### src/hw/rtl/srs_pkg.sv
package srs_pkg;

    // Operation codes of a request
    localparam logic [2:0] OP_STORE      = 3'd0;
    localparam logic [2:0] OP_DELETE     = 3'd1;
    localparam logic [2:0] OP_RECALL     = 3'd2;
    localparam logic [2:0] OP_GET_STATUS = 3'd3;
    localparam logic [2:0] OP_GET_REG    = 3'd4;

    // Reply status codes
    localparam logic [1:0] ST_SUCCESS   = 2'd0;
    localparam logic [1:0] ST_FULL      = 2'd1;
    localparam logic [1:0] ST_NOT_FOUND = 2'd2;

    // Reply kinds
    localparam logic KIND_SCENE    = 1'b0;
    localparam logic KIND_REGISTER = 1'b1;

    // Recall deduplication window and time range
    localparam logic [47:0] KEY_WINDOW_MS = 48'd6000;
    localparam logic [47:0] TIME_MAX      = 48'hFFFF_FFFF_FFFF;

    typedef struct packed {
        logic [2:0]  operation;
        logic        acknowledged;
        logic [15:0] scene_id;
        logic [7:0]  transaction_id;
        logic [15:0] src_addr;
        logic [15:0] dst_addr;
        logic [47:0] now_ms;
    } t_in_req;

    typedef struct packed {
        logic        reply_kind;
        logic [1:0]  status;
        logic [15:0] current_scene_out;
        logic        entry_valid;
        logic [15:0] listed_scene;
        logic        last;
    } t_out_res;

    typedef enum logic [3:0] {
        S_IDLE,
        S_DECODE,
        S_SCAN_RD,
        S_SCAN_CMP,
        S_ACT,
        S_UP_RD,
        S_UP_WR,
        S_DN_RD,
        S_DN_WR,
        S_EMIT_SCENE,
        S_LIST_START,
        S_LIST_RD,
        S_LIST_OUT
    } t_state;

    typedef enum logic [2:0] {
        IDX_HOLD,
        IDX_ZERO,
        IDX_COUNT,
        IDX_POS,
        IDX_INC,
        IDX_DEC
    } t_idx_op;

    typedef enum logic [1:0] {
        RD_IDX,
        RD_IDX_M1,
        RD_IDX_P1
    } t_rd_sel;

    typedef enum logic {
        WR_NUM,
        WR_RDATA
    } t_wr_sel;

    // Commands from the controller to the datapath
    typedef struct packed {
        logic       capture;
        t_idx_op    idx_op;
        logic       pos_load;
        logic       found_load;
        logic       found_val;
        logic       rd_en;
        t_rd_sel    rd_sel;
        logic       wr_en;
        t_wr_sel    wr_sel;
        logic       count_inc;
        logic       count_dec;
        logic       cur_set_num;
        logic       cur_clear_match;
        logic       status_load;
        logic [1:0] status_val;
        logic       recall_do;
        logic       out_load;
        logic       out_kind;
        logic       out_entry;
    } t_dp_cmd;

    // Status from the datapath to the controller
    typedef struct packed {
        logic [2:0] op;
        logic       ack;
        logic       num_zero;
        logic       idx_eq_count;
        logic       idx_eq_pos;
        logic       idx_last;
        logic       rd_eq_num;
        logic       rd_gt_num;
        logic       found;
        logic       full;
        logic       count_zero;
        logic       out_free;
    } t_dp_sts;

endpackage

### src/hw/rtl/srs_datapath.sv
module srs_datapath
    import srs_pkg::*;
#(
    parameter int SCENE_MAX = 16
) (
    input  logic     i_clk,
    input  logic     i_rst_n,
    input  t_in_req  i_in_data,
    input  logic     i_out_stall,
    input  t_dp_cmd  i_cmd,
    output t_dp_sts  o_sts,
    output logic     o_out_valid,
    output t_out_res o_out_data
);

    localparam int CW = $clog2(SCENE_MAX + 1);
    localparam int AW = (SCENE_MAX > 1) ? $clog2(SCENE_MAX) : 1;

    // Scene table storage
    logic [15:0] r_mem [SCENE_MAX];
    logic [15:0] r_rd_data;

    t_in_req     r_req;
    logic [CW-1:0] r_idx, n_idx;
    logic [CW-1:0] r_pos;
    logic [CW-1:0] r_count, n_count;
    logic          r_found;
    logic [1:0]    r_status, n_status;
    logic [15:0]   r_current, n_current;
    logic          r_key_valid;
    logic [15:0]   r_last_src;
    logic [15:0]   r_last_dst;
    logic [7:0]    r_last_tid;
    logic [47:0]   r_key_expiry;
    logic          r_out_valid, n_out_valid;
    t_out_res      r_out;

    logic [CW-1:0] idx_m1, idx_p1;
    logic [CW:0]   idx_p1_wide;
    logic [AW-1:0] rd_addr, wr_addr;
    logic [15:0]   wr_data;
    logic          key_same;
    logic [47:0]   exp_new;
    logic          out_free;

    assign idx_m1      = r_idx - CW'(1);
    assign idx_p1      = r_idx + CW'(1);
    assign idx_p1_wide = {1'b0, r_idx} + (CW + 1)'(1);
    assign out_free    = !r_out_valid || !i_out_stall;

    // Select table addresses
    always_comb begin
        case (i_cmd.rd_sel)
            RD_IDX_M1: rd_addr = idx_m1[AW-1:0];
            RD_IDX_P1: rd_addr = idx_p1[AW-1:0];
            default:   rd_addr = r_idx[AW-1:0];
        endcase
    end
    assign wr_addr = r_idx[AW-1:0];
    assign wr_data = (i_cmd.wr_sel == WR_NUM) ? r_req.scene_id : r_rd_data;

    // Write and read the table, read data registered
    always_ff @(posedge i_clk) begin
        if (i_cmd.wr_en) begin
            r_mem[wr_addr] <= wr_data;
        end
        if (i_cmd.rd_en) begin
            r_rd_data <= r_mem[rd_addr];
        end
    end

    // Capture the request and hold scan bookkeeping
    always_ff @(posedge i_clk) begin
        if (i_cmd.capture) begin
            r_req <= i_in_data;
        end
        r_idx    <= n_idx;
        r_status <= n_status;
        if (i_cmd.pos_load) begin
            r_pos <= r_idx;
        end
        if (i_cmd.found_load) begin
            r_found <= i_cmd.found_val;
        end
    end

    always_comb begin
        case (i_cmd.idx_op)
            IDX_ZERO:  n_idx = '0;
            IDX_COUNT: n_idx = r_count;
            IDX_POS:   n_idx = r_pos;
            IDX_INC:   n_idx = idx_p1;
            IDX_DEC:   n_idx = idx_m1;
            default:   n_idx = r_idx;
        endcase
    end

    // Match the recall against the stored transaction key
    assign key_same = r_key_valid
                   && (r_last_src == r_req.src_addr)
                   && (r_last_dst == r_req.dst_addr)
                   && (r_last_tid == r_req.transaction_id)
                   && (r_req.now_ms <= r_key_expiry);
    assign exp_new = (r_req.now_ms > (TIME_MAX - KEY_WINDOW_MS))
                   ? TIME_MAX : (r_req.now_ms + KEY_WINDOW_MS);

    // Next count, current scene and status
    always_comb begin
        n_count = r_count;
        if (i_cmd.count_inc) begin
            n_count = r_count + CW'(1);
        end else if (i_cmd.count_dec) begin
            n_count = r_count - CW'(1);
        end

        n_current = r_current;
        if (i_cmd.cur_set_num) begin
            n_current = r_req.scene_id;
        end else if (i_cmd.cur_clear_match && (r_current == r_req.scene_id)) begin
            n_current = '0;
        end else if (i_cmd.recall_do && !key_same && r_found) begin
            n_current = r_req.scene_id;
        end

        n_status = r_status;
        if (i_cmd.status_load) begin
            n_status = i_cmd.status_val;
        end else if (i_cmd.recall_do) begin
            n_status = r_found ? ST_SUCCESS : ST_NOT_FOUND;
        end
    end

    // Scene state and transaction key
    always_ff @(posedge i_clk) begin
        if (!i_rst_n) begin
            r_count      <= '0;
            r_current    <= '0;
            r_key_valid  <= 1'b0;
            r_last_src   <= '0;
            r_last_dst   <= '0;
            r_last_tid   <= '0;
            r_key_expiry <= '0;
        end else begin
            r_count   <= n_count;
            r_current <= n_current;
            if (i_cmd.recall_do) begin
                r_key_expiry <= exp_new;
                if (!key_same) begin
                    r_key_valid <= 1'b1;
                    r_last_src  <= r_req.src_addr;
                    r_last_dst  <= r_req.dst_addr;
                    r_last_tid  <= r_req.transaction_id;
                end
            end
        end
    end

    // Output register: load a result, drop it once taken
    always_comb begin
        if (i_cmd.out_load) begin
            n_out_valid = 1'b1;
        end else if (i_out_stall) begin
            n_out_valid = r_out_valid;
        end else begin
            n_out_valid = 1'b0;
        end
    end

    always_ff @(posedge i_clk) begin
        if (!i_rst_n) begin
            r_out_valid <= 1'b0;
        end else begin
            r_out_valid <= n_out_valid;
        end
    end

    always_ff @(posedge i_clk) begin
        if (i_cmd.out_load) begin
            r_out.reply_kind        <= i_cmd.out_kind;
            r_out.status            <= r_status;
            r_out.current_scene_out <= r_current;
            r_out.entry_valid       <= i_cmd.out_entry;
            r_out.listed_scene      <= i_cmd.out_entry ? r_rd_data : 16'd0;
            r_out.last              <= i_cmd.out_entry
                                       ? (idx_p1_wide >= {1'b0, r_count}) : 1'b1;
        end
    end

    assign o_out_valid = r_out_valid;
    assign o_out_data  = r_out;

    // Status toward the controller
    always_comb begin
        o_sts.op           = r_req.operation;
        o_sts.ack          = r_req.acknowledged;
        o_sts.num_zero     = (r_req.scene_id == 16'd0);
        o_sts.idx_eq_count = (r_idx == r_count);
        o_sts.idx_eq_pos   = (r_idx == r_pos);
        o_sts.idx_last     = (idx_p1_wide >= {1'b0, r_count});
        o_sts.rd_eq_num    = (r_rd_data == r_req.scene_id);
        o_sts.rd_gt_num    = (r_rd_data > r_req.scene_id);
        o_sts.found        = r_found;
        o_sts.full         = (r_count == CW'(SCENE_MAX));
        o_sts.count_zero   = (r_count == '0);
        o_sts.out_free     = out_free;
    end

endmodule

### src/hw/rtl/srs_ctrl.sv
module srs_ctrl
    import srs_pkg::*;
(
    input  logic    i_clk,
    input  logic    i_rst_n,
    input  logic    i_in_valid,
    input  t_dp_sts i_sts,
    output logic    o_in_stall,
    output t_dp_cmd o_cmd
);

    t_state r_state, n_state;

    // State register
    always_ff @(posedge i_clk) begin
        if (!i_rst_n) begin
            r_state <= S_IDLE;
        end else begin
            r_state <= n_state;
        end
    end

    assign o_in_stall = (r_state != S_IDLE);

    // Next state and commands
    always_comb begin
        n_state = r_state;
        o_cmd   = '0;
        o_cmd.idx_op = IDX_HOLD;
        o_cmd.rd_sel = RD_IDX;
        o_cmd.wr_sel = WR_NUM;

        unique case (r_state)
            S_IDLE: begin
                if (i_in_valid) begin
                    o_cmd.capture = 1'b1;
                    n_state = S_DECODE;
                end
            end

            S_DECODE: begin
                unique case (i_sts.op) inside
                    OP_GET_STATUS: begin
                        o_cmd.status_load = 1'b1;
                        o_cmd.status_val  = ST_SUCCESS;
                        n_state = S_EMIT_SCENE;
                    end
                    OP_GET_REG: begin
                        o_cmd.status_load = 1'b1;
                        o_cmd.status_val  = ST_SUCCESS;
                        n_state = S_LIST_START;
                    end
                    OP_STORE, OP_DELETE, OP_RECALL: begin
                        if (i_sts.num_zero) begin
                            n_state = S_IDLE;
                        end else begin
                            o_cmd.idx_op = IDX_ZERO;
                            n_state = S_SCAN_RD;
                        end
                    end
                    default: n_state = S_IDLE;
                endcase
            end

            // Walk the sorted table up to the first entry not below the number
            S_SCAN_RD: begin
                if (i_sts.idx_eq_count) begin
                    o_cmd.found_load = 1'b1;
                    o_cmd.found_val  = 1'b0;
                    o_cmd.pos_load   = 1'b1;
                    n_state = S_ACT;
                end else begin
                    o_cmd.rd_en  = 1'b1;
                    o_cmd.rd_sel = RD_IDX;
                    n_state = S_SCAN_CMP;
                end
            end

            S_SCAN_CMP: begin
                if (i_sts.rd_eq_num || i_sts.rd_gt_num) begin
                    o_cmd.found_load = 1'b1;
                    o_cmd.found_val  = i_sts.rd_eq_num;
                    o_cmd.pos_load   = 1'b1;
                    n_state = S_ACT;
                end else begin
                    o_cmd.idx_op = IDX_INC;
                    n_state = S_SCAN_RD;
                end
            end

            S_ACT: begin
                if (i_sts.op == OP_STORE) begin
                    o_cmd.status_load = 1'b1;
                    if (i_sts.found) begin
                        o_cmd.status_val  = ST_SUCCESS;
                        o_cmd.cur_set_num = 1'b1;
                        n_state = i_sts.ack ? S_LIST_START : S_IDLE;
                    end else if (i_sts.full) begin
                        o_cmd.status_val = ST_FULL;
                        n_state = i_sts.ack ? S_LIST_START : S_IDLE;
                    end else begin
                        o_cmd.status_val = ST_SUCCESS;
                        o_cmd.idx_op     = IDX_COUNT;
                        n_state = S_UP_RD;
                    end
                end else if (i_sts.op == OP_DELETE) begin
                    o_cmd.status_load = 1'b1;
                    o_cmd.status_val  = ST_SUCCESS;
                    if (i_sts.found) begin
                        o_cmd.idx_op = IDX_POS;
                        n_state = S_DN_RD;
                    end else begin
                        n_state = i_sts.ack ? S_LIST_START : S_IDLE;
                    end
                end else begin
                    o_cmd.recall_do = 1'b1;
                    n_state = i_sts.ack ? S_EMIT_SCENE : S_IDLE;
                end
            end

            // Shift entries up from the end to open the insertion slot
            S_UP_RD: begin
                if (i_sts.idx_eq_pos) begin
                    o_cmd.wr_en       = 1'b1;
                    o_cmd.wr_sel      = WR_NUM;
                    o_cmd.count_inc   = 1'b1;
                    o_cmd.cur_set_num = 1'b1;
                    n_state = i_sts.ack ? S_LIST_START : S_IDLE;
                end else begin
                    o_cmd.rd_en  = 1'b1;
                    o_cmd.rd_sel = RD_IDX_M1;
                    n_state = S_UP_WR;
                end
            end

            S_UP_WR: begin
                o_cmd.wr_en  = 1'b1;
                o_cmd.wr_sel = WR_RDATA;
                o_cmd.idx_op = IDX_DEC;
                n_state = S_UP_RD;
            end

            // Shift entries down over the deleted slot
            S_DN_RD: begin
                if (i_sts.idx_last) begin
                    o_cmd.count_dec       = 1'b1;
                    o_cmd.cur_clear_match = 1'b1;
                    n_state = i_sts.ack ? S_LIST_START : S_IDLE;
                end else begin
                    o_cmd.rd_en  = 1'b1;
                    o_cmd.rd_sel = RD_IDX_P1;
                    n_state = S_DN_WR;
                end
            end

            S_DN_WR: begin
                o_cmd.wr_en  = 1'b1;
                o_cmd.wr_sel = WR_RDATA;
                o_cmd.idx_op = IDX_INC;
                n_state = S_DN_RD;
            end

            S_EMIT_SCENE: begin
                if (i_sts.out_free) begin
                    o_cmd.out_load  = 1'b1;
                    o_cmd.out_kind  = KIND_SCENE;
                    o_cmd.out_entry = 1'b0;
                    n_state = S_IDLE;
                end
            end

            // List the register, one result per entry, or one empty result when none is held
            S_LIST_START: begin
                if (i_sts.count_zero) begin
                    if (i_sts.out_free) begin
                        o_cmd.out_load  = 1'b1;
                        o_cmd.out_kind  = KIND_REGISTER;
                        o_cmd.out_entry = 1'b0;
                        n_state = S_IDLE;
                    end
                end else begin
                    o_cmd.idx_op = IDX_ZERO;
                    n_state = S_LIST_RD;
                end
            end

            S_LIST_RD: begin
                o_cmd.rd_en  = 1'b1;
                o_cmd.rd_sel = RD_IDX;
                n_state = S_LIST_OUT;
            end

            S_LIST_OUT: begin
                if (i_sts.out_free) begin
                    o_cmd.out_load  = 1'b1;
                    o_cmd.out_kind  = KIND_REGISTER;
                    o_cmd.out_entry = 1'b1;
                    if (i_sts.idx_last) begin
                        n_state = S_IDLE;
                    end else begin
                        o_cmd.idx_op = IDX_INC;
                        n_state = S_LIST_RD;
                    end
                end
            end

            default: n_state = S_IDLE;
        endcase
    end

endmodule

### src/hw/rtl/scene_register_server_core.sv
// Scene register server.
// Input channel: i_in_valid / o_in_stall carry one request (t_in_req) per
// handshake. Output channel: o_out_valid / i_out_stall carry replies
// (t_out_res); a register reply is a run of results closed by last.
// One request is worked at a time; o_in_stall is high from acceptance until
// the request's work is done. A store, delete or recall with a nonzero scene
// still takes the scan of the table when it gives no reply.
// The scan reads and compares the stored scenes in turn, up to the first one
// not below the requested number. A store then shifts the entries above the
// slot up, each a read and then a write, and a delete shifts them down; a
// reply to get register, or to an acknowledged store or delete, lists the
// scenes held, one read and one result per scene.
// Reset clears the scene count, the current scene and the transaction key;
// the table needs no clearing. A stalled result holds in the output register
// and the request's work waits behind it; the next request may be accepted
// while the last result still waits.
module scene_register_server_core
    import srs_pkg::*;
#(
    parameter int SCENE_MAX = 16
) (
    input  logic     i_clk,
    input  logic     i_rst_n,
    input  logic     i_in_valid,
    output logic     o_in_stall,
    input  t_in_req  i_in_data,
    output logic     o_out_valid,
    input  logic     i_out_stall,
    output t_out_res o_out_data
);

    t_dp_cmd cmd;
    t_dp_sts sts;

    srs_ctrl u_ctrl (
        .i_clk      (i_clk),
        .i_rst_n    (i_rst_n),
        .i_in_valid (i_in_valid),
        .i_sts      (sts),
        .o_in_stall (o_in_stall),
        .o_cmd      (cmd)
    );

    srs_datapath #(
        .SCENE_MAX (SCENE_MAX)
    ) u_dp (
        .i_clk       (i_clk),
        .i_rst_n     (i_rst_n),
        .i_in_data   (i_in_data),
        .i_out_stall (i_out_stall),
        .i_cmd       (cmd),
        .o_sts       (sts),
        .o_out_valid (o_out_valid),
        .o_out_data  (o_out_data)
    );

endmodule

### config.mk
export PLATFORM = sky130hd
export DESIGN_NAME = scene_register_server_core
export DESIGN_NICKNAME = d
export VERILOG_FILES = /design/src/hw/rtl/srs_pkg.sv /design/src/hw/rtl/srs_datapath.sv /design/src/hw/rtl/srs_ctrl.sv /design/src/hw/rtl/scene_register_server_core.sv
export SDC_FILE = /design/constraint.sdc
export NUM_CORES = 1
export LEC_CHECK = 0
export BUFFER_PORTS_ARGS = -buffer_cell sky130_fd_sc_hd__buf_2
export CAP_MARGIN = 25
export CORE_UTILIZATION = 40
export DETAILED_ROUTE_END_ITERATION = 10
export PLACE_DENSITY = 0.52
export SYNTH_ARGS = -nofsm -noshare
export SYNTH_HDL_FRONTEND = slang
export SYNTH_SLANG_ARGS = --single-unit
### constraint.sdc
create_clock -name i_clk -period 6.7 [get_ports i_clk]
set_clock_uncertainty 0.15 [all_clocks]
set_input_delay 0.335 -clock i_clk [delete_from_list [all_inputs] [get_ports i_clk]]
set_output_delay 0.335 -clock i_clk [all_outputs]
set_load 0.1 [all_outputs]
Yosys cells after proc, flatten, opt, wreduce, memory -nomap -nowiden
Memory sizes are Yosys's and may differ from the RTL's. A register that Yosys moved wholly into a read port is not among the register bits.
Index checks and enable logic that the tools add are counted.
{"block": "op_classes", "addsub": 6, "order_cmp": 4, "n_eq_ne": 34, "mux": 79, "bitwise": 1, "reduce_logical": 26}
{"operator": "$mux W3", "count": 22}
{"operator": "$eq A16 B16 Y1", "count": 4}
{"operator": "$mux W16", "count": 4}
{"operator": "$mux W4", "count": 14}
{"operator": "$pmux W4 S13", "count": 1}
{"operator": "$add A48 B13 Y48 const B", "count": 1}
{"operator": "$gt A48 B48 Y1 const B", "count": 1}
{"operator": "$le A48 B48 Y1", "count": 1}
{"operator": "$mux W48", "count": 1}
{"operator": "$pmux W5 S5", "count": 1}
{"operator": "$pmux W3 S7", "count": 1}
{"operator": "$eq A4 B4 Y1 const B", "count": 5}
{"operator": "$mux W1", "count": 18}
{"operator": "$eq A4 B3 Y1 const B", "count": 4}
{"operator": "$gt A16 B16 Y1", "count": 1}
{"operator": "$logic_not A16 Y1", "count": 1}
{"operator": "$mux W2", "count": 7}
{"operator": "$eq A3 B2 Y1 const B", "count": 4}
{"operator": "$pmux W3 S2", "count": 2}
{"operator": "$pmux W3 S4", "count": 1}
{"operator": "$pmux W4 S3", "count": 1}
{"operator": "$add A5 B1 Y5 const B", "count": 2}
{"operator": "$eq A5 B5 Y1", "count": 2}
{"operator": "$mux W5", "count": 2}
{"operator": "31 further kinds", "count": 49}
{"block": "totals", "ff_bits": 273, "ram_bits": 256, "in_bits": 112, "wordCells": 177, "mem_count": 1}
{"memory": "u_dp.r_mem", "depth": 16, "word_bits": 16, "read_ports": 1, "rd_ports_with_merged_regs": 1, "wr": 1, "line": "srs_datapath.sv:20", "text": "logic [15:0] r_mem [SCENE_MAX];"}

Depth between registers and ports, before layout
Gate-level depths: netlist (run 1).
{"block": "depth", "ltp_word": 11, "mapped_depth": 20, "mapped_depth_nobuf": 17}

Hierarchy
From an unflattened synthesis (run 1), not the netlist that was laid out.
{"block": "hier_totals", "hier_cells": 1705, "hier_area_um2": 23914.2}
{"module": "srs_datapath", "n_inst": 1, "cells_per_inst": 1578, "area_each_um2": 23045.9, "seq_area_each_um2": 15134.5}
{"module": "srs_ctrl", "n_inst": 1, "cells_per_inst": 127, "area_each_um2": 868.3, "seq_area_each_um2": 80.1}

Worst setup path after synthesis (run 1)
OpenSTA, ideal clock, no wires.
{"block": "synth_path", "kind": "register to register", "from": "register u_dp.r_idx[0]", "to": "register u_dp.r_rd_data[11], read port of u_dp.r_mem, data pin", "setup_time_ps": 268, "t_arrival_ps": 4683, "slack_ps": 1599, "stages_incl_launch_ff": 21, "n_path_buf": 4, "cell_sequence": "edfxtp_1 -> clkbuf_1 -> inv_1 -> ha_1 -> ha_1 -> a21o_1 -> a21oi_1 -> o21bai_1 -> a21o_1 -> nor3_1 -> inv_1 -> ha_1 -> clkbuf_1 -> nor3_1 -> a21oi_1 -> buf_2 -> buf_1 -> mux4_2 -> mux2_2 -> nand2_1 -> o21ai_0"}
{"block": "synth_via", "elab_chain_len": 6, "elab_cells_between_ends": 13}
{"element": "from (decl)", "line": "srs_datapath.sv:24", "text": "logic [CW-1:0] r_idx, n_idx;"}
{"element": "from (signal assigned)", "line": "srs_datapath.sv:77", "text": "r_idx <= n_idx;"}
{"element": "$add A5 B1 Y6", "line": "srs_datapath.sv:48", "text": "assign idx_p1_wide = {1'b0, r_idx} + (CW + 1)'(1);"}
{"element": "$ge A6 B5 Y1", "line": "srs_datapath.sv:199", "text": "o_sts.idx_last = (idx_p1_wide >= {1'b0, r_count});"}
{"element": "$mux W3", "line": "srs_ctrl.sv:145", "text": "if (i_sts.idx_last) begin"}
{"element": "$pmux W3 S4", "line": "srs_ctrl.sv:33", "text": "unique case (r_state)"}
{"element": "$eq A2 B2 Y1 or $eq A2 B1 Y1 (tied branches)", "line": "srs_datapath.sv:53", "text": "case (i_cmd.rd_sel)"}
{"element": "$pmux W4 S2", "line": "srs_datapath.sv:53"}
{"element": "to (decl)", "line": "srs_datapath.sv:21", "text": "logic [15:0] r_rd_data;"}
Parallel ways exist; a longest one is shown, timed or not.
A chain may end at the register's enable or synchronous reset.

Worst setup path after layout (run 1)
{"block": "layout_path", "from": "register u_dp.r_idx[0]", "to": "register u_dp.r_rd_data[15], read port of u_dp.r_mem, data pin"}
Same word-level chain as after synthesis.

==> results.cfg, run 1 <==
[run_status]
run_status = finished, final reports clean

[power_and_ir_drop]
p_sw_frac = 0.254
p_switching_mw = 2.09
power.leakage_nw = 9.97
ir_drop_mv = 0.240
internal_power_mw = 6.15
p_seq_frac = 0.493
power_mw = 8.25
pwr_density_cell_mw_per_mm2 = 288
clkPwrFrac = 0.382
comb_power_share = 0.126

[place]
dp_hpwl_microns = 35300
place_area_sq_mm = 0.0256
portBuffers = 150
pre_cts_ws_ps = 1180
placed_cells_incl_taps = 2597
place.gp.congestion = 0.863

[drt]
routed_via_density = 5.22
dr.pass1.iters = 5
num_vias = 14700
drc = 0
drt-total-wl_microns = 57000
initialDrtViolationCount = 1012
wire_per_inst_microns = 20.3
ant_nets = 0

[grt]
grt_pass1_vias = 14800
grt_pass1_wl_microns = 87800
grt-ovfl-total = 0
grtUsageTotal = 0.190
grt_max_degree = 65
antenna_found_initial = 1

[sta]
setup_slack_ps = 1230
period_needed_ps = 5470
whs_ps = 104
hold_viol_final = 0
fmax_mhz = 183
finalMaxSlewViolations = 0
setup_violations = 0
relSlewSlack = 0.332
tns_ps = 0
fin_crit_sh = 0.817
rsz0062_at_grt = no
worst_slew_pin_slew_ps = 1000

[worst_hold_path]
min_from = i_out_stall
whs_path_depth = 4
hp-class = in2reg
hold-path-endpoint = u_dp.o_out_data[1]$_SDFFCE_PN0P_

[synth]
avgSynthCellArea_sq_um = 13.9
ys.flop_type = edfxtp_1
synth.distinct_cells = 65
synth-seq-area-share = 0.641
yosysWarnings = 0
async_flop_share = 0
netlist_area_sq_mm = 0.0237
synthCells = 1705
ys_ff_latch = 545
synth_nets = 1898
synth-edff-count = 430

[finish]
final_cell_count_no_fill = 2813
drive_gt1_frac = 0.188
layout_commonest_cell = edfxtp_1
fin_nets = 2194
finalInstanceArea_sq_mm = 0.0286
layout_common_cells = 430 x edfxtp_1, 151 x buf_2, 115 x dfxtp_1, 108 x dlygate4sd3_1, 106 x nand2_1
areaGrowthSynthToFinish_pct = 20.6
fin_util = 0.492

[run]
cap_viol_max_count = 0

[clock_network]
path_clk_slew_ps = 60
clockBufferDepth = 3
clk_latency_ps = 640
cts_buffers = 58
cts_hold_buf = 108
cts_resized = 0
clkSinkCount = 545
h-tree-depth = 2
cts_tree = done
cts-root-buf = clkbuf_16
cts_setup_buffers = 0

[setup_path]
startpoint_type = flip-flop
r2r_slack_ps = 1230
endpoint_kind = flip-flop
critPathMaxFanout = 64
arrival_ps = 5650
r2r-start = u_dp.r_idx[0]$_DFFE_PP_
r2r-end = u_dp.r_rd_data[15]$_DFFE_PP_
r2r_cells = 17
worst-setup-path-type = reg2reg
cp.required_ps = 6880

[die]
rows = 88
io_pins = 151
initial_core_util = 0.408
die_area_sq_mm = 0.0603
fp.dieH_microns = 246
core_sq_mm = 0.0581
die_x_microns = 246
[area by class of cell]
cell class	instances	area, sq um
Tap cell	765	957
Clock inverter	28	330
Antenna cell	1	2.50
Multi-Input combinational cell	1002	8000
Sequential cell	545	15200
Clock buffer	78	1550
Fill cell	5019	29500
Timing Repair Buffer	305	2240
Inverter	89	334
[worst max-delay path: stages, from the launching register on]
cell and delay [ps]:
edfxtp_1 650, inv_1 130, ha_1 410, ha_1 300, a21o_1 150, a21oi_1 220, o21bai_1 110, a21o_1 260
nor3_1 370, inv_1 90, ha_1 530, nor3_1 140, a21oi_4 170, buf_12 410, mux4_2 560, mux2_2 270
nand2_1 70, o21ai_0 90
[state kept, by name, indices dropped and copies added (netlist names), 8 cells and up]
signal,cells
u_dp.r_current,16
u_dp.r_rd_data,16
u_dp.r_last_tid,8
u_dp.r_mem,256
u_dp.r_req,104
u_dp.r_last_dst,16
u_dp.r_last_src,16
u_dp.o_out_data,37
u_dp.r_key_expiry,48
[power by group through the flow]
| stage | Sequential (mW) | Combinational [mW] | Clock (mW) |
|---|---|---|---|
| final | 4.06 | 1.04 | 3.15 |
| after global routing | 4.08 | 1.15 | 3.37 |
| after detailed placement | 4.13 | 0.988 | 0 |
| after floorplan | 4.08 | 0.698 | 0 |
| after global placement | 4.13 | 0.971 | 0 |
| after CTS | 4.06 | 1.04 | 3.24 |
[worst max-delay path by stage]
| stage | from | endpoint | depth (start not counted) |
|---|---|---|---|
| detailed placement | u_dp.r_idx[0]$_DFFE_PP_ | u_dp.r_rd_data[10]$_DFFE_PP_ | 17 |
| floorplan | u_dp.r_idx[0]$_DFFE_PP_ | u_dp.r_rd_data[11]$_DFFE_PP_ | 20 |
| global route | u_dp.r_idx[0]$_DFFE_PP_ | u_dp.r_rd_data[12]$_DFFE_PP_ | 17 |
| CTS | u_dp.r_idx[0]$_DFFE_PP_ | u_dp.r_rd_data[15]$_DFFE_PP_ | 17 |
| global placement | u_dp.r_idx[0]$_DFFE_PP_ | u_dp.r_rd_data[10]$_DFFE_PP_ | 17 |
| finish | u_dp.r_idx[0]$_DFFE_PP_ | u_dp.r_rd_data[15]$_DFFE_PP_ | 17 |
[cells by family after synthesis]
logic type	count (synthesis)	share of synthesized area
flops	545	0.641
xor+xnor	110	0.0406
fa+ha+maj	81	0.0430
buf+inv	158	0.0257
mux	156	0.100
simple gates	401	0.0839
compound gates	254	0.0652
[Yosys cell counts, types with 4 or more instances]
| library cell | instances | area (sq um) |
|---|---|---|
| dfxtp_1 | 115 | 2300 |
| nor4_1 | 18 | 113 |
| nand3_1 | 45 | 225 |
| nor2b_1 | 23 | 144 |
| o211ai_1 | 7 | 52.6 |
| clkbuf_1 | 54 | 203 |
| xnor2_1 | 67 | 587 |
| a221o_1 | 4 | 40.0 |
| o21ai_1 | 7 | 35.0 |
| mux2_2 | 17 | 191 |
| nand2b_1 | 10 | 62.6 |
| and2_1 | 34 | 213 |
| a21o_1 | 13 | 97.6 |
| nand4_1 | 37 | 231 |
| nor3_1 | 26 | 130 |
| nand2_1 | 106 | 398 |
| buf_1 | 8 | 30.0 |
| a211oi_1 | 5 | 37.5 |
| edfxtp_1 | 430 | 12900 |
| o221a_2 | 9 | 101 |
| mux4_2 | 64 | 1440 |
| a21oi_1 | 81 | 405 |
| mux2i_1 | 75 | 751 |
| o21ai_0 | 85 | 425 |
| a31oi_1 | 6 | 37.5 |
| xor2_1 | 43 | 377 |
| nor2_1 | 76 | 285 |
| o21a_1 | 5 | 37.5 |
| and3_1 | 10 | 62.6 |
| inv_1 | 87 | 327 |
| ha_1 | 80 | 1000 |
| buf_2 | 5 | 25.0 |
[metal layers]
metal / track usage / vias to the layer above / part of all wire
met5: 0 / - / 0.00035
met4: 0.0515 / 2 / 0.019
met3: 0.0279 / 61 / 0.047
met2: 0.307 / 302 / 0.47
met1: 0.266 / 7338 / 0.46
li1: - / 6993 / -
No activity file was read; power rests on OpenSTA's default activity.
==> inputs of run 2 (changes only) <==
- PLACE_DENSITY: 0.52 -> 0.55
- clock period: 6.7 -> 4.7 ns (I/O delays scaled with it)
==> run 2 against run 1 <==
  * Register-to-register slack got worse by 900 ps
  * Setup slack got worse by 900 ps
  * Final area increased by 1.6%
  * Sequential cell count unchanged
  * Cell count increased by 1.3%
  * Wire length increased by 1.4%
  * Total power increased by 45%
  * Critical path type unchanged
  * Largest power group unchanged
==> results.cfg, run 2 (synthesis results as in run 1) <==
[die]
rows = 88
die_x_microns = 246
io_pins = 151
initial_core_util = 0.408
core_sq_mm = 0.0581
fp.dieH_microns = 246
die_area_sq_mm = 0.0603

[drt]
wire_per_inst_microns = 20.3
routed_via_density = 5.27
num_vias = 15000
drt-total-wl_microns = 57800
initialDrtViolationCount = 981
drc = 0
ant_nets = 0
dr.pass1.iters = 5

[grt]
grt_max_degree = 61
grt-ovfl-total = 0
met1_usage = 0.267
grt_pass1_vias = 15200
grtUsageTotal = 0.190
grt_pass1_wl_microns = 88300
grt.busiest_layer = met2
use_met2 = 0.305
antenna_found_initial = 2
met3_usage = 0.0338

[sta]
rsz0062_at_grt = no
fin_crit_sh = 0.931
period_needed_ps = 4380
hold_viol_final = 0
tns_ps = 0
finalMaxSlewViolations = 0
fmax_mhz = 229
setup_violations = 0
relSlewSlack = 0.377
worst_slew_pin_slew_ps = 935
setup_slack_ps = 325

[setup_path]
r2r-start = u_dp.r_idx[1]$_DFFE_PP_
slowest_delay_ps = 460
critPathMaxFanout = 36
endpoint_kind = flip-flop
cpMostUsedCell = ha_1
cp-startpoint = u_dp.r_idx[1]$_DFFE_PP_
path_cells = inv_1, ha_1, ha_1, a21o_1, a21oi_1, o21bai_1, a21o_1, nor3_2, inv_1, ha_1, buf_4, nor2_1, a21oi_4, buf_12, mux4_2, mux2_2, nand2_1, o21ai_0
startpoint_type = flip-flop
arrival_ps = 4570
cp_slowest_cell = edfxtp_1
cp.required_ps = 4890
worst-setup-path-type = reg2reg

[finish]
drive_gt1_frac = 0.203
layout_commonest_cell = edfxtp_1
largestRegisters = u_dp.r_mem: 256 flops, u_dp.r_req: 104 flops, u_dp.r_key_expiry: 48 flops
regMostFlops = u_dp.r_mem
layout_common_cells = 430 x edfxtp_1, 150 x buf_2, 115 x dfxtp_1, 110 x dlygate4sd3_1, 106 x nand2_1
finalInstanceArea_sq_mm = 0.0291
antennaDiodeCount = 0
areaGrowthSynthToFinish_pct = 22.5
fin_nets = 2227
largest_reg_flops = 256
fillers = 4890

[clock_network]
cts_tree = done
clk_latency_ps = 650
cts-root-buf = clkbuf_16
h-tree-depth = 2
path_clk_slew_ps = 60
clockBufferDepth = 3
clkSinkCount = 545
cts_buffers = 58

[power_and_ir_drop]
power_mw = 12.0
power.leakage_nw = 10.2
pwr_density_cell_mw_per_mm2 = 412
ir_drop_mv = 0.322

[place]
portBuffers = 150
place_area_sq_mm = 0.0259
place.gp.congestion = 0.875
pre_cts_ws_ps = 31.8
dp_hpwl_microns = 36100

[run_status]
run_status = finished, final reports clean

[run]
cap_viol_max_count = 0

[worst_hold_path]
hp-class = in2reg
min_from = i_rst_n
-- run 2: metal layers --
metal / share of wire / vias to the layer above / routed length, microns
li1: - / 7054 / -
met1: 0.46 / 7456 / 26400
met2: 0.46 / 417 / 26800
met3: 0.058 / 83 / 3380
met4: 0.019 / 0 / 1110
met5: 0 / - / 0
-- run 2: what timing repair did --
action                                 4_1_cts  5_1_grt
setup endpoints to repair                    0       16
resized for setup                            0        2
endpoints found under the hold margin      118        0
hold buffers                               110        0
setup buffers                                0        6
-- run 2: stage by stage --
step / hold WS (ps) / utilization / std cells
2_1_floorplan: 184 / - / 1705
3_3_place_gp: 255 / 0.444 / 2619
3_5_place_dp: 262 / 0.445 / 2620
4_1_cts: 53.3 / 0.497 / 2840
5_1_grt: 108 / 0.500 / 2849
6_report: 91.9 / 0.500 / 2849
-- run 2: final timing paths --
| check | end | slack, ps | cells after the start |
|---|---|---|---|
| worst max-delay path | u_dp.r_rd_data[4]$_DFFE_PP_ | 320 | 18 |
| worst min-delay path | u_dp.r_key_valid$_SDFFE_PN0N_ | 90 | 3 |
| worst max register to register | u_dp.r_rd_data[4]$_DFFE_PP_ | 320 | 18 |
| worst min register to register | u_dp.o_out_data[35]$_DFFE_PP_ | 270 | 0 |
-- run 2: worst max-delay path, delay by kind of cell (launching register included) --
| kind | cells | cell delay (ps) |
|---|---|---|
| adder cells (fa/ha/maj) | 3 | 920 |
| AO/OA/AOI/OAI | 6 | 970 |
| buffers and inverters | 4 | 630 |
| AND/OR/NAND/NOR | 3 | 330 |
| flip-flops | 1 | 460 |
| multiplexers | 2 | 610 |
-- run 2: layout make-up --
cell class,count,area [sq um],share of cell area
Clock buffer,79,1610,0.0554
Clock inverter,31,354,0.0122
Inverter,89,334,0.0115
Multi-Input combinational cell,1002,8000,0.275
Sequential cell,545,15200,0.523
Tap cell,765,957,0.0329
Timing Repair Buffer,338,2600,0.0895
-- run 2: where the power goes --
group	internal, mW	switching, mW
registers	5.55	0.206
clock network	2.69	1.93
logic	0.685	0.909
==> inputs of run 3 (changes only) <==
- CELL_PAD_IN_SITES_DETAIL_PLACEMENT: default -> 1
- CELL_PAD_IN_SITES_GLOBAL_PLACEMENT: default -> 1
- PLACE_DENSITY: 0.55 -> 0.64
==> run 3 against run 2 <==
  * Non-clock buffer count increased by 2
  * Wire length grew 9.4%
  * Die area unchanged
  * Via count up 1.9%
  * Worst hold slack worse by 52 ps
==> results.cfg, run 3 (synthesis results as in run 1) <==
[setup_path]
slowest_delay_ps = 440
path_cells = buf_4, ha_1, xor2_1, ha_1, a21oi_1, o21bai_1, a21o_1, nor3_2, buf_4, ha_1, nor2_1, nor3_1, a21oi_4, buf_12, buf_12, mux4_2, mux2_2, nand2_1, o21ai_0
worst-setup-path-type = reg2reg
arrival_ps = 4680
endpoint_kind = flip-flop
startpoint_type = flip-flop
r2r_slack_ps = 230
cp_slowest_cell = mux4_2
r2r_cells = 19
critPathMaxFanout = 18
cp.required_ps = 4910
cpMostUsedCell = ha_1

[finish]
layout_common_cells = 430 x edfxtp_1, 149 x buf_2, 115 x dfxtp_1, 110 x dlygate4sd3_1, 106 x nand2_1
finalInstanceArea_sq_mm = 0.0291
regMostFlops = u_dp.r_mem
layout_commonest_cell = edfxtp_1
fin_nets = 2231
largest_reg_flops = 256
areaGrowthSynthToFinish_pct = 22.7
largestRegisters = u_dp.r_mem: 256 flops, u_dp.r_req: 104 flops, u_dp.r_key_expiry: 48 flops
antennaDiodeCount = 0
drive_gt1_frac = 0.205

[power_and_ir_drop]
comb_power_share = 0.135
clkPwrFrac = 0.391
p_switching_mw = 3.13
power_mw = 12.1
p_sw_frac = 0.258
p_seq_frac = 0.475
ir_drop_mv = 0.322
pwr_density_cell_mw_per_mm2 = 417
internal_power_mw = 9.00
power.leakage_nw = 10.3

[sta]
worst_slew_pin_slew_ps = 958
fmax_mhz = 224
fin_crit_sh = 0.951
whs_ps = 40.2
hold_viol_final = 0
setup_slack_ps = 233
period_needed_ps = 4470
setup_violations = 0
relSlewSlack = 0.361
finalMaxSlewViolations = 0

[drt]
drt-total-wl_microns = 63200
ant_nets = 0
drc = 0
wire_per_inst_microns = 22.1
initialDrtViolationCount = 803
num_vias = 15300
routed_via_density = 5.36
dr.pass1.iters = 5

[grt]
grt_max_degree = 77
antenna_found_initial = 1
grt_pass1_wl_microns = 96700
grt-ovfl-total = 0
grtUsageTotal = 0.209
grt_pass1_vias = 16400

[run_status]
run_status = finished, final reports clean

[place]
portBuffers = 150
pre_cts_ws_ps = 27.6
dp_hpwl_microns = 39600
place.gp.congestion = 0.846
place_area_sq_mm = 0.0259

[clock_network]
clkSinkCount = 545
path_clk_slew_ps = 60
clk_latency_ps = 660
cts_tree = done
cts-root-buf = clkbuf_16
cts_buffers = 60
clockBufferDepth = 3
h-tree-depth = 2

[run]
cap_viol_max_count = 0

[die]
die_x_microns = 246
rows = 88
io_pins = 151
initial_core_util = 0.408
die_area_sq_mm = 0.0603
fp.dieH_microns = 246
core_sq_mm = 0.0581

[worst_hold_path]
whs_path_depth = 3
hp-class = in2reg
## run 3: cell types whose count changed in the layout (fill, tap and decap cells not counted), moves of 2 or more
cell        change
buf_12          -3
buf_4           +4
clkbuf_8        +2
clkinv_2        +2
clkinvlp_4      -2
## run 3: repair_timing
item                       CTS  global route
setup endpoints to repair    0            16
hold buffers               110             0
hold endpoints to repair   162             0
gates resized for setup      0             5
buffers inserted             0             1
## run 3: path summary, 6_finish.rpt
path,from,end
min,i_in_valid,u_ctrl.r_state[3]$_SDFFE_PN0P_
max,u_dp.r_idx[0]$_DFFE_PP_,u_dp.r_rd_data[0]$_DFFE_PP_
min reg2reg,u_dp.r_status[1]$_SDFFCE_PP0P_,u_dp.o_out_data[35]$_DFFE_PP_
max reg2reg,u_dp.r_idx[0]$_DFFE_PP_,u_dp.r_rd_data[0]$_DFFE_PP_
## run 3: power groups by stage
stage          logic (mW)  registers [mW]  clock network [mW]
6_report             1.63            5.76                4.74
5_1_grt              1.80            5.78                5.03
4_1_cts              1.61            5.76                4.86
3_5_place_dp         1.52            5.86                   0
3_3_place_gp         1.47            5.86                   0
2_1_floorplan        1.00            5.82                   0
## run 3: final cells by class
class / count / area [sq um]
fill: 5820 / 29000
sequential: 545 / 15200
multi-input combinational: 1002 / 8000
timing repair buffer: 340 / 2600
clock buffer: 83 / 1670
tap: 765 / 957
clock inverter: 31 / 349
inverter: 89 / 334
## run 3: worst max-delay path: cells and delay by family (launching register included)
family | cells | cell delay (ps)
flops | 1 | 410
fa+ha+maj | 3 | 760
xor+xnor | 1 | 180
mux | 2 | 710
compound gates | 5 | 670
buf+inv | 4 | 640
simple gates | 4 | 630
## run 3: routing by layer
metal  wire, microns  GRT usage  part of all wire  vias to the layer above
met1           27900      0.277              0.44                     7775
met3            3020     0.0335             0.048                       87
met4            1260     0.0557             0.020                        0
li1                -          -                 -                     7067
met2           31000      0.357              0.49                      361
met5               0          0                 0                        -
## run 3: per-stage QoR
stage | TNS [ps] | instances | utilization
finish | 0 | 2855 | 0.501
global route | -6.44 | 2855 | 0.501
CTS | 0 | 2849 | 0.499
detailed placement | 0 | 2625 | 0.445
global placement | 0 | 2624 | 0.445
floorplan | 0 | 1705 | -
